**src/rtl/egvo_pkg.sv**
```systemverilog
// Shared constants and types for the energy-gated voice onset block.
`default_nettype none

package egvo_pkg;

    localparam int SAMPLE_W              = 16;
    localparam int MAG_W                 = SAMPLE_W + 1;
    localparam int RMS_W                 = 16;
    localparam int VAL_W                 = 2 * RMS_W;
    localparam int UNIT_W                = RMS_W + 3;
    localparam int THR_W                 = 16;
    localparam int VERDICT_W             = 2;
    localparam int ADDR_W                = 3;
    localparam int DATA_W                = 32;
    localparam int MAX_FRAME_SAMPLES_DEF = 1024;

    localparam logic [THR_W-1:0]     ONSET_RESET     = 16'd240;
    localparam logic [VERDICT_W-1:0] VERDICT_SILENCE = 2'd1;
    localparam logic [VERDICT_W-1:0] VERDICT_SPEECH  = 2'd2;
    localparam logic                 CMD_RESET       = 1'b1;
    localparam logic [ADDR_W-1:0]    ADDR_ONSET      = 3'd0;

    typedef struct packed {
        logic [UNIT_W-1:0] a;
        logic [UNIT_W-1:0] b;
    } unit_req_t;

    typedef struct packed {
        logic [UNIT_W-1:0] diff;
        logic              ge;
    } unit_rsp_t;

endpackage

`default_nettype wire

```
**src/rtl/egvo_unit.sv**
```systemverilog
// Shared compare-and-subtract unit used by the divider and the square root.
`default_nettype none

module egvo_unit (
    input  wire egvo_pkg::unit_req_t req,
    output egvo_pkg::unit_rsp_t      rsp
);
    import egvo_pkg::*;

    logic [UNIT_W:0] wide;

    assign wide     = {1'b0, req.a} - {1'b0, req.b};
    assign rsp.diff = wide[UNIT_W-1:0];
    assign rsp.ge   = ~wide[UNIT_W];

endmodule

`default_nettype wire

```
**src/rtl/egvo_seq.sv**
```systemverilog
// Sequencer: energy accumulation, iterative divide and square root, onset gating.
`default_nettype none

module egvo_seq #(
    parameter int MAX_FRAME_SAMPLES = egvo_pkg::MAX_FRAME_SAMPLES_DEF
) (
    input  wire logic                           clk,
    input  wire logic                           rst_n,
    input  wire logic [egvo_pkg::THR_W-1:0]     onset_threshold,
    input  wire logic                           in_valid,
    output logic                                in_stall,
    input  wire logic                           command,
    input  wire logic signed [egvo_pkg::SAMPLE_W-1:0] sample,
    input  wire logic                           frame_last,
    input  wire logic [egvo_pkg::VERDICT_W-1:0] vad_verdict,
    input  wire logic                           frame_failed,
    output logic                                out_valid,
    input  wire logic                           out_stall,
    output logic [egvo_pkg::RMS_W-1:0]          rms_level,
    output logic                                speaking,
    output logic                                onset,
    output logic                                speech_end
);
    import egvo_pkg::*;

    localparam int CNT_W  = $clog2(MAX_FRAME_SAMPLES + 1);
    localparam int SUM_W  = 2 * (MAG_W - 1) + CNT_W;
    localparam int PROD_W = 2 * MAG_W;
    localparam int STEP_W = $clog2(SUM_W);
    localparam logic [CNT_W-1:0]  MAX_CNT   = CNT_W'(MAX_FRAME_SAMPLES);
    localparam logic [STEP_W-1:0] DIV_LAST  = STEP_W'(SUM_W - 1);
    localparam logic [STEP_W-1:0] SQRT_LAST = STEP_W'(RMS_W - 1);

    typedef enum logic [2:0] {
        S_IDLE,
        S_SQ,
        S_ACC,
        S_DIV,
        S_SQRT,
        S_OUT
    } state_t;

    state_t                state_reg, state_next;
    logic [SUM_W-1:0]      sum_reg, sum_next;
    logic [CNT_W-1:0]      cnt_reg, cnt_next;
    logic                  talk_reg, talk_next;
    logic                  disc_reg, disc_next;
    logic [MAG_W-1:0]      mag_reg, mag_next;
    logic [PROD_W-1:0]     prod_reg, prod_next;
    logic                  add_en_reg, add_en_next;
    logic                  last_reg, last_next;
    logic                  fail_reg, fail_next;
    logic [VERDICT_W-1:0]  verdict_reg, verdict_next;
    logic [CNT_W-1:0]      n_reg, n_next;
    logic [SUM_W-1:0]      div_reg, div_next;
    logic [CNT_W-1:0]      rem_reg, rem_next;
    logic [VAL_W-1:0]      val_reg, val_next;
    logic [UNIT_W-1:0]     srem_reg, srem_next;
    logic [RMS_W-1:0]      root_reg, root_next;
    logic [STEP_W-1:0]     step_reg, step_next;
    logic                  out_valid_reg, out_valid_next;
    logic [RMS_W-1:0]      rms_out_reg, rms_out_next;
    logic                  speaking_reg, speaking_next;
    logic                  onset_reg, onset_next;
    logic                  end_reg, end_next;

    unit_req_t             req;
    unit_rsp_t             rsp;
    logic [CNT_W:0]        div_shift;
    logic [UNIT_W-1:0]     sq_shift;
    logic [SUM_W-1:0]      sum_add;
    logic [SUM_W-1:0]      quot;
    logic                  talk_new;

    egvo_unit u_unit (
        .req (req),
        .rsp (rsp)
    );

    assign div_shift = {rem_reg, div_reg[SUM_W-1]};
    assign sq_shift  = {srem_reg[UNIT_W-3:0], val_reg[VAL_W-1 -: 2]};
    assign sum_add   = sum_reg + (add_en_reg ? SUM_W'(prod_reg) : {SUM_W{1'b0}});
    assign quot      = {div_reg[SUM_W-2:0], rsp.ge};

    always_comb
    begin
        if (state_reg == S_DIV)
        begin
            req.a = UNIT_W'(div_shift);
            req.b = UNIT_W'(n_reg);
        end
        else
        begin
            req.a = sq_shift;
            req.b = UNIT_W'({root_reg, 2'b01});
        end
    end

    always_comb
    begin
        if (verdict_reg == VERDICT_SPEECH)
        begin
            talk_new = talk_reg || (root_reg >= onset_threshold);
        end
        else if (verdict_reg == VERDICT_SILENCE)
        begin
            talk_new = 1'b0;
        end
        else
        begin
            talk_new = talk_reg;
        end
    end

    always_comb
    begin
        state_next     = state_reg;
        sum_next       = sum_reg;
        cnt_next       = cnt_reg;
        talk_next      = talk_reg;
        disc_next      = disc_reg;
        mag_next       = mag_reg;
        prod_next      = prod_reg;
        add_en_next    = add_en_reg;
        last_next      = last_reg;
        fail_next      = fail_reg;
        verdict_next   = verdict_reg;
        n_next         = n_reg;
        div_next       = div_reg;
        rem_next       = rem_reg;
        val_next       = val_reg;
        srem_next      = srem_reg;
        root_next      = root_reg;
        step_next      = step_reg;
        out_valid_next = out_valid_reg && out_stall;
        rms_out_next   = rms_out_reg;
        speaking_next  = speaking_reg;
        onset_next     = onset_reg;
        end_next       = end_reg;

        case (state_reg)
            S_IDLE:
            begin
                if (in_valid)
                begin
                    if (command == CMD_RESET)
                    begin
                        talk_next = 1'b0;
                        disc_next = 1'b1;
                        sum_next  = '0;
                        cnt_next  = '0;
                    end
                    else
                    begin
                        mag_next     = sample[SAMPLE_W-1]
                                     ? (MAG_W'(0) - {sample[SAMPLE_W-1], sample})
                                     : {1'b0, sample};
                        add_en_next  = cnt_reg < MAX_CNT;
                        if (cnt_reg < MAX_CNT)
                        begin
                            cnt_next = cnt_reg + 1'b1;
                        end
                        last_next    = frame_last;
                        fail_next    = frame_failed;
                        verdict_next = vad_verdict;
                        state_next   = S_SQ;
                    end
                end
            end
            S_SQ:
            begin
                prod_next  = mag_reg * mag_reg;
                state_next = S_ACC;
            end
            S_ACC:
            begin
                state_next = S_IDLE;
                if (!last_reg)
                begin
                    sum_next = sum_add;
                end
                else
                begin
                    sum_next = '0;
                    cnt_next = '0;
                    if (disc_reg)
                    begin
                        disc_next = 1'b0;
                        talk_next = 1'b0;
                    end
                    else if (!fail_reg)
                    begin
                        div_next   = sum_add;
                        n_next     = cnt_reg;
                        rem_next   = '0;
                        step_next  = DIV_LAST;
                        state_next = S_DIV;
                    end
                end
            end
            S_DIV:
            begin
                rem_next  = rsp.ge ? rsp.diff[CNT_W-1:0] : div_shift[CNT_W-1:0];
                div_next  = quot;
                step_next = step_reg - 1'b1;
                if (step_reg == '0)
                begin
                    val_next   = VAL_W'(quot);
                    srem_next  = '0;
                    root_next  = '0;
                    step_next  = SQRT_LAST;
                    state_next = S_SQRT;
                end
            end
            S_SQRT:
            begin
                srem_next = rsp.ge ? rsp.diff : sq_shift;
                root_next = {root_reg[RMS_W-2:0], rsp.ge};
                val_next  = {val_reg[VAL_W-3:0], 2'b00};
                step_next = step_reg - 1'b1;
                if (step_reg == '0)
                begin
                    state_next = S_OUT;
                end
            end
            S_OUT:
            begin
                if (!out_valid_reg || !out_stall)
                begin
                    talk_next      = talk_new;
                    out_valid_next = 1'b1;
                    rms_out_next   = root_reg;
                    speaking_next  = talk_new;
                    onset_next     = talk_new && !talk_reg;
                    end_next       = !talk_new && talk_reg;
                    state_next     = S_IDLE;
                end
            end
            default:
            begin
                state_next = S_IDLE;
            end
        endcase
    end

    always_ff @(posedge clk or negedge rst_n)
    begin
        if (!rst_n)
        begin
            state_reg     <= S_IDLE;
            sum_reg       <= '0;
            cnt_reg       <= '0;
            talk_reg      <= 1'b0;
            disc_reg      <= 1'b0;
            mag_reg       <= '0;
            prod_reg      <= '0;
            add_en_reg    <= 1'b0;
            last_reg      <= 1'b0;
            fail_reg      <= 1'b0;
            verdict_reg   <= '0;
            n_reg         <= '0;
            div_reg       <= '0;
            rem_reg       <= '0;
            val_reg       <= '0;
            srem_reg      <= '0;
            root_reg      <= '0;
            step_reg      <= '0;
            out_valid_reg <= 1'b0;
            rms_out_reg   <= '0;
            speaking_reg  <= 1'b0;
            onset_reg     <= 1'b0;
            end_reg       <= 1'b0;
        end
        else
        begin
            state_reg     <= state_next;
            sum_reg       <= sum_next;
            cnt_reg       <= cnt_next;
            talk_reg      <= talk_next;
            disc_reg      <= disc_next;
            mag_reg       <= mag_next;
            prod_reg      <= prod_next;
            add_en_reg    <= add_en_next;
            last_reg      <= last_next;
            fail_reg      <= fail_next;
            verdict_reg   <= verdict_next;
            n_reg         <= n_next;
            div_reg       <= div_next;
            rem_reg       <= rem_next;
            val_reg       <= val_next;
            srem_reg      <= srem_next;
            root_reg      <= root_next;
            step_reg      <= step_next;
            out_valid_reg <= out_valid_next;
            rms_out_reg   <= rms_out_next;
            speaking_reg  <= speaking_next;
            onset_reg     <= onset_next;
            end_reg       <= end_next;
        end
    end

    assign in_stall   = (state_reg != S_IDLE);
    assign out_valid  = out_valid_reg;
    assign rms_level  = rms_out_reg;
    assign speaking   = speaking_reg;
    assign onset      = onset_reg;
    assign speech_end = end_reg;

endmodule

`default_nettype wire

```
**src/rtl/energy_gated_vad_onset_top.sv**
```systemverilog
// Top level of the energy-gated voice onset block: register port and sequencer.
`default_nettype none

// Frame-energy gate on a voice-activity verdict. Samples are transferred one
// at a time; each non-final sample passes through capture, square and
// accumulate. The last sample of a frame that produces a result also runs a
// restoring divide of the square sum by the sample count, 32 + clog2(MAX+1)
// steps (43 at the default), then a 16-step square root, both on one shared
// compare-subtract unit, and then loads the output register, which waits
// while the output is stalled. A reset command is taken in the idle state;
// discarded and failed frames end after the accumulate step. The onset
// threshold sits at byte address 0 and resets to 240.
module energy_gated_vad_onset_top #(
    parameter int MAX_FRAME_SAMPLES = egvo_pkg::MAX_FRAME_SAMPLES_DEF
) (
    input  wire logic                           clk,
    input  wire logic                           rst_n,
    input  wire logic                           psel,
    input  wire logic                           penable,
    input  wire logic                           pwrite,
    input  wire logic [egvo_pkg::ADDR_W-1:0]    paddr,
    input  wire logic [egvo_pkg::DATA_W-1:0]    pwdata,
    output logic [egvo_pkg::DATA_W-1:0]         prdata,
    output logic                                pready,
    input  wire logic                           in_valid,
    output logic                                in_stall,
    input  wire logic                           command,
    input  wire logic signed [egvo_pkg::SAMPLE_W-1:0] sample,
    input  wire logic                           frame_last,
    input  wire logic [egvo_pkg::VERDICT_W-1:0] vad_verdict,
    input  wire logic                           frame_failed,
    output logic                                out_valid,
    input  wire logic                           out_stall,
    output logic [egvo_pkg::RMS_W-1:0]          rms_level,
    output logic                                speaking,
    output logic                                onset,
    output logic                                speech_end
);
    import egvo_pkg::*;

    logic [THR_W-1:0] thr_reg, thr_next;
    logic             wr_en;

    assign pready = 1'b1;
    assign wr_en  = psel && penable && pwrite && pready;

    always_comb
    begin
        thr_next = thr_reg;
        if (wr_en && (paddr == ADDR_ONSET))
        begin
            thr_next = pwdata[THR_W-1:0];
        end
    end

    always_ff @(posedge clk or negedge rst_n)
    begin
        if (!rst_n)
        begin
            thr_reg <= ONSET_RESET;
        end
        else
        begin
            thr_reg <= thr_next;
        end
    end

    assign prdata = (paddr == ADDR_ONSET) ? DATA_W'(thr_reg) : {DATA_W{1'b0}};

    egvo_seq #(
        .MAX_FRAME_SAMPLES (MAX_FRAME_SAMPLES)
    ) u_seq (
        .clk             (clk),
        .rst_n           (rst_n),
        .onset_threshold (thr_reg),
        .in_valid        (in_valid),
        .in_stall        (in_stall),
        .command         (command),
        .sample          (sample),
        .frame_last      (frame_last),
        .vad_verdict     (vad_verdict),
        .frame_failed    (frame_failed),
        .out_valid       (out_valid),
        .out_stall       (out_stall),
        .rms_level       (rms_level),
        .speaking        (speaking),
        .onset           (onset),
        .speech_end      (speech_end)
    );

`ifndef ASSERT_OFF
    a_edges_exclusive: assert property (@(posedge clk) disable iff (!rst_n)
        out_valid |-> !(onset && speech_end))
        else $error("onset and speech_end both set");

    a_edges_match_state: assert property (@(posedge clk) disable iff (!rst_n)
        (out_valid && (onset || speech_end)) |-> (speaking == onset))
        else $error("transition flag disagrees with speaking");

    a_rms_range: assert property (@(posedge clk) disable iff (!rst_n)
        out_valid |-> (rms_level <= 16'd32768))
        else $error("rms_level out of range");

    a_result_holds: assert property (@(posedge clk) disable iff (!rst_n)
        (out_valid && out_stall) |=> (out_valid && $stable(rms_level)))
        else $error("stalled result changed");
`endif

endmodule

`default_nettype wire

```
**config.mk**
```make
export PLATFORM = sky130hd
export DESIGN_NAME = energy_gated_vad_onset_top
export DESIGN_NICKNAME = d
export VERILOG_FILES = /design/src/rtl/egvo_pkg.sv /design/src/rtl/egvo_unit.sv /design/src/rtl/egvo_seq.sv /design/src/rtl/energy_gated_vad_onset_top.sv
export SDC_FILE = /design/constraint.sdc
export NUM_CORES = 1
export LEC_CHECK = 0
export BUFFER_PORTS_ARGS = -buffer_cell sky130_fd_sc_hd__clkbuf_2
export CAP_MARGIN = 20
export CORE_MARGIN = 2
export CORE_UTILIZATION = 35
export DETAILED_ROUTE_END_ITERATION = 7
export PLACE_DENSITY = 0.55
export SLEW_MARGIN = 20
export SYNTH_ARGS = -nofsm -noshare
export SYNTH_HDL_FRONTEND = slang
export SYNTH_HIERARCHICAL = 1
export SYNTH_SLANG_ARGS = --single-unit
```
**constraint.sdc**
```tcl
create_clock -name clk -period 7.78 [get_ports clk]
set_input_delay 0 -clock clk [delete_from_list [all_inputs] [get_ports clk]]
set_output_delay 0 -clock clk [all_outputs]
set_load 0.03 [all_outputs]
```
==> results.yml <==
status:
  run_status: "finished clean"
cts:
  cts_buffers: 37
  cts_tree: "yes"
  cts.sinks: 286
  clock_latency_ns: 0.56
  cts-root-buf: "sky130_fd_sc_hd__clkbuf_16"
  post_cts.resized_instances: 0
  htree_levels: 2
  clock_path_buffers: 3
  clk_transition_reported_paths_ns: 0.06
drt:
  avgRoutedWirePerCell_um: 15.08
  drc: 0
  drt-pass1-iter-count: 5
  detailedRoute.firstIterationViolations: 1075
  routed-via-count: 18800
  route.antenna.remaining_nets: 0
  vias_per_cell: 4.994
  drt-total-wl_um: 56760
die:
  number_of_i_o_pins: 117
  effective_utilization_at_floorplan: 0.3528
  die_area_um2: 72490
  fp.coreArea_um2: 69790
  die-height_um: 269.2
  fp-row-count: 97
  die_w_um: 269.2
grt:
  first_global_vias: 19470
  antenna_found_initial: 1
  maximum_number_of_pins_on_one_net_before_global_route_repair: 110
  grt_pass1_wl_um: 97300
  grt_use_total: 0.1585
  grt_remaining_overflow: 0
finish:
  commonest_non_fill_non_tap_cell_in_the_layout: "sky130_fd_sc_hd__nand2_1"
  final_net_count: 3234
  layout_common_cells: "446 x sky130_fd_sc_hd__nand2_1, 332 x sky130_fd_sc_hd__inv_1, 282 x sky130_fd_sc_hd__dfrtp_1"
  final_layout_size_suffix_gt1_frac: 0.08354
  num-fill-cells: 7021
  num_antenna_cells: 0
  postLayoutCellArea_um2: 27540
  synthesis_to_layout_area_growth_pct: 11.83
sta:
  totalNegativeSetupSlack_ns: 0
  final_max_slew_viol_count: 0
  max-slew-margin-rel: 0.3126
  clock.fmax_ghz: 0.1448
  finalHoldViolCount: 0
  timing_worst_slew_pin_value_ns: 1.028
  fin_skew_ns: 0.02659
  postLayoutSetupSlackWorst_ns: 0.8755
  post-route-period-util: 0.8875
  grt_setup_unrepaired: "no"
  setup_viol_count_final: 0
  period_minus_ws_final_ns: 6.905
setup_path:
  criticalPathCategory: "reg2reg"
  crit_path_start_kind: "flop"
  critical_path.endpoint_type: "flop"
  critical_path_arrival_ns: 7.38
  worst-endpoint-required_ns: 8.26
  worstPathMaxFanout: 15
place:
  globalplace.congestion: 0.8569
  dpl_worst_slack_ns: 0.8333
  numPortBuffers: 83
  placed_cell_area_um2: 25810
  dp_hpwl_um: 42580
synthesis:
  post_synth_inst_count: 2739
  ys.warnings.count: 6
  synth.avg_cell_area_um2: 8.990
  netlist_area_um2: 24620
hold_path:
  worstHoldPathType: "in2reg"
run:
  drv.max_cap_violation_count: 0
## final cells by class
type                       count  area (um2)  share of cell area
tap                          940        1176             0.04271
inverter                     332        1246             0.04526
clock inverter                14       202.7            0.007361
multi-input combinational   1989       15630              0.5677
clock buffer                  53        1066             0.03871
sequential                   286        7162              0.2601
timing repair buffer         151        1051             0.03817
## metrics by stage
step                      utilization  hold WS [ns]  std cells
final                          0.3946       0.05607       3765
after global routing           0.3946       0.07500       3765
after CTS                      0.3946      0.008869       3765
after detailed placement       0.3698        0.1385       3652
after global placement         0.3698        0.1246       3652
after floorplan                     -       -0.2956       2754
## metal layers
metal  vias to the layer above  track usage  part of all wire
met5                         -            0                 0
met4                         0      0.04263             0.022
met3                        79      0.01719             0.026
met2                       250       0.2743              0.49
met1                      9347       0.2100              0.46
li1                       9128            -                 -
## critical path, cell delays in order, from the launching register on
cell and delay, ns:
sky130_fd_sc_hd__dfrtp_1 0.76, sky130_fd_sc_hd__inv_1 0.34, sky130_fd_sc_hd__nor2_1 0.29, sky130_fd_sc_hd__fa_1 0.48
sky130_fd_sc_hd__fa_1 0.47, sky130_fd_sc_hd__fa_1 0.52, sky130_fd_sc_hd__fa_1 0.53, sky130_fd_sc_hd__fa_1 0.54
sky130_fd_sc_hd__inv_1 0.05, sky130_fd_sc_hd__fa_1 0.53, sky130_fd_sc_hd__inv_1 0.04, sky130_fd_sc_hd__ha_1 0.38
sky130_fd_sc_hd__and3_1 0.21, sky130_fd_sc_hd__nand2_1 0.06, sky130_fd_sc_hd__o21ai_1 0.12, sky130_fd_sc_hd__o21ba_2 0.19
sky130_fd_sc_hd__a31oi_1 0.40, sky130_fd_sc_hd__a21oi_1 0.20, sky130_fd_sc_hd__o21a_1 0.25, sky130_fd_sc_hd__or4_1 0.40
sky130_fd_sc_hd__nand3_1 0.08
## worst paths after layout
check	startpoint	end	slack, ns	cells past startpoint
hold / removal	command	u_seq/talk_reg	0.06	6
setup reg to reg	u_seq/mag_reg[11]	u_seq/prod_reg[31]	0.88	20
max in group asynchronous	rst_n	u_seq/val_reg[18]	6.15	3
setup / recovery	u_seq/mag_reg[11]	u_seq/prod_reg[31]	0.88	20
hold reg to reg	u_seq/prod_reg[2]	u_seq/prod_reg[2]	0.46	2
min in group asynchronous	rst_n	u_seq/rms_level[1]	0.10	2
## timing repair
action / 4_1_cts / 5_1_grt
hold buffers: 46 / 0
buffers inserted: 0 / 0
hold endpoints to repair: 146 / 0
Power is not shown: default switching activity piles up to over one toggle a cycle in this logic, so the estimate is an artifact.
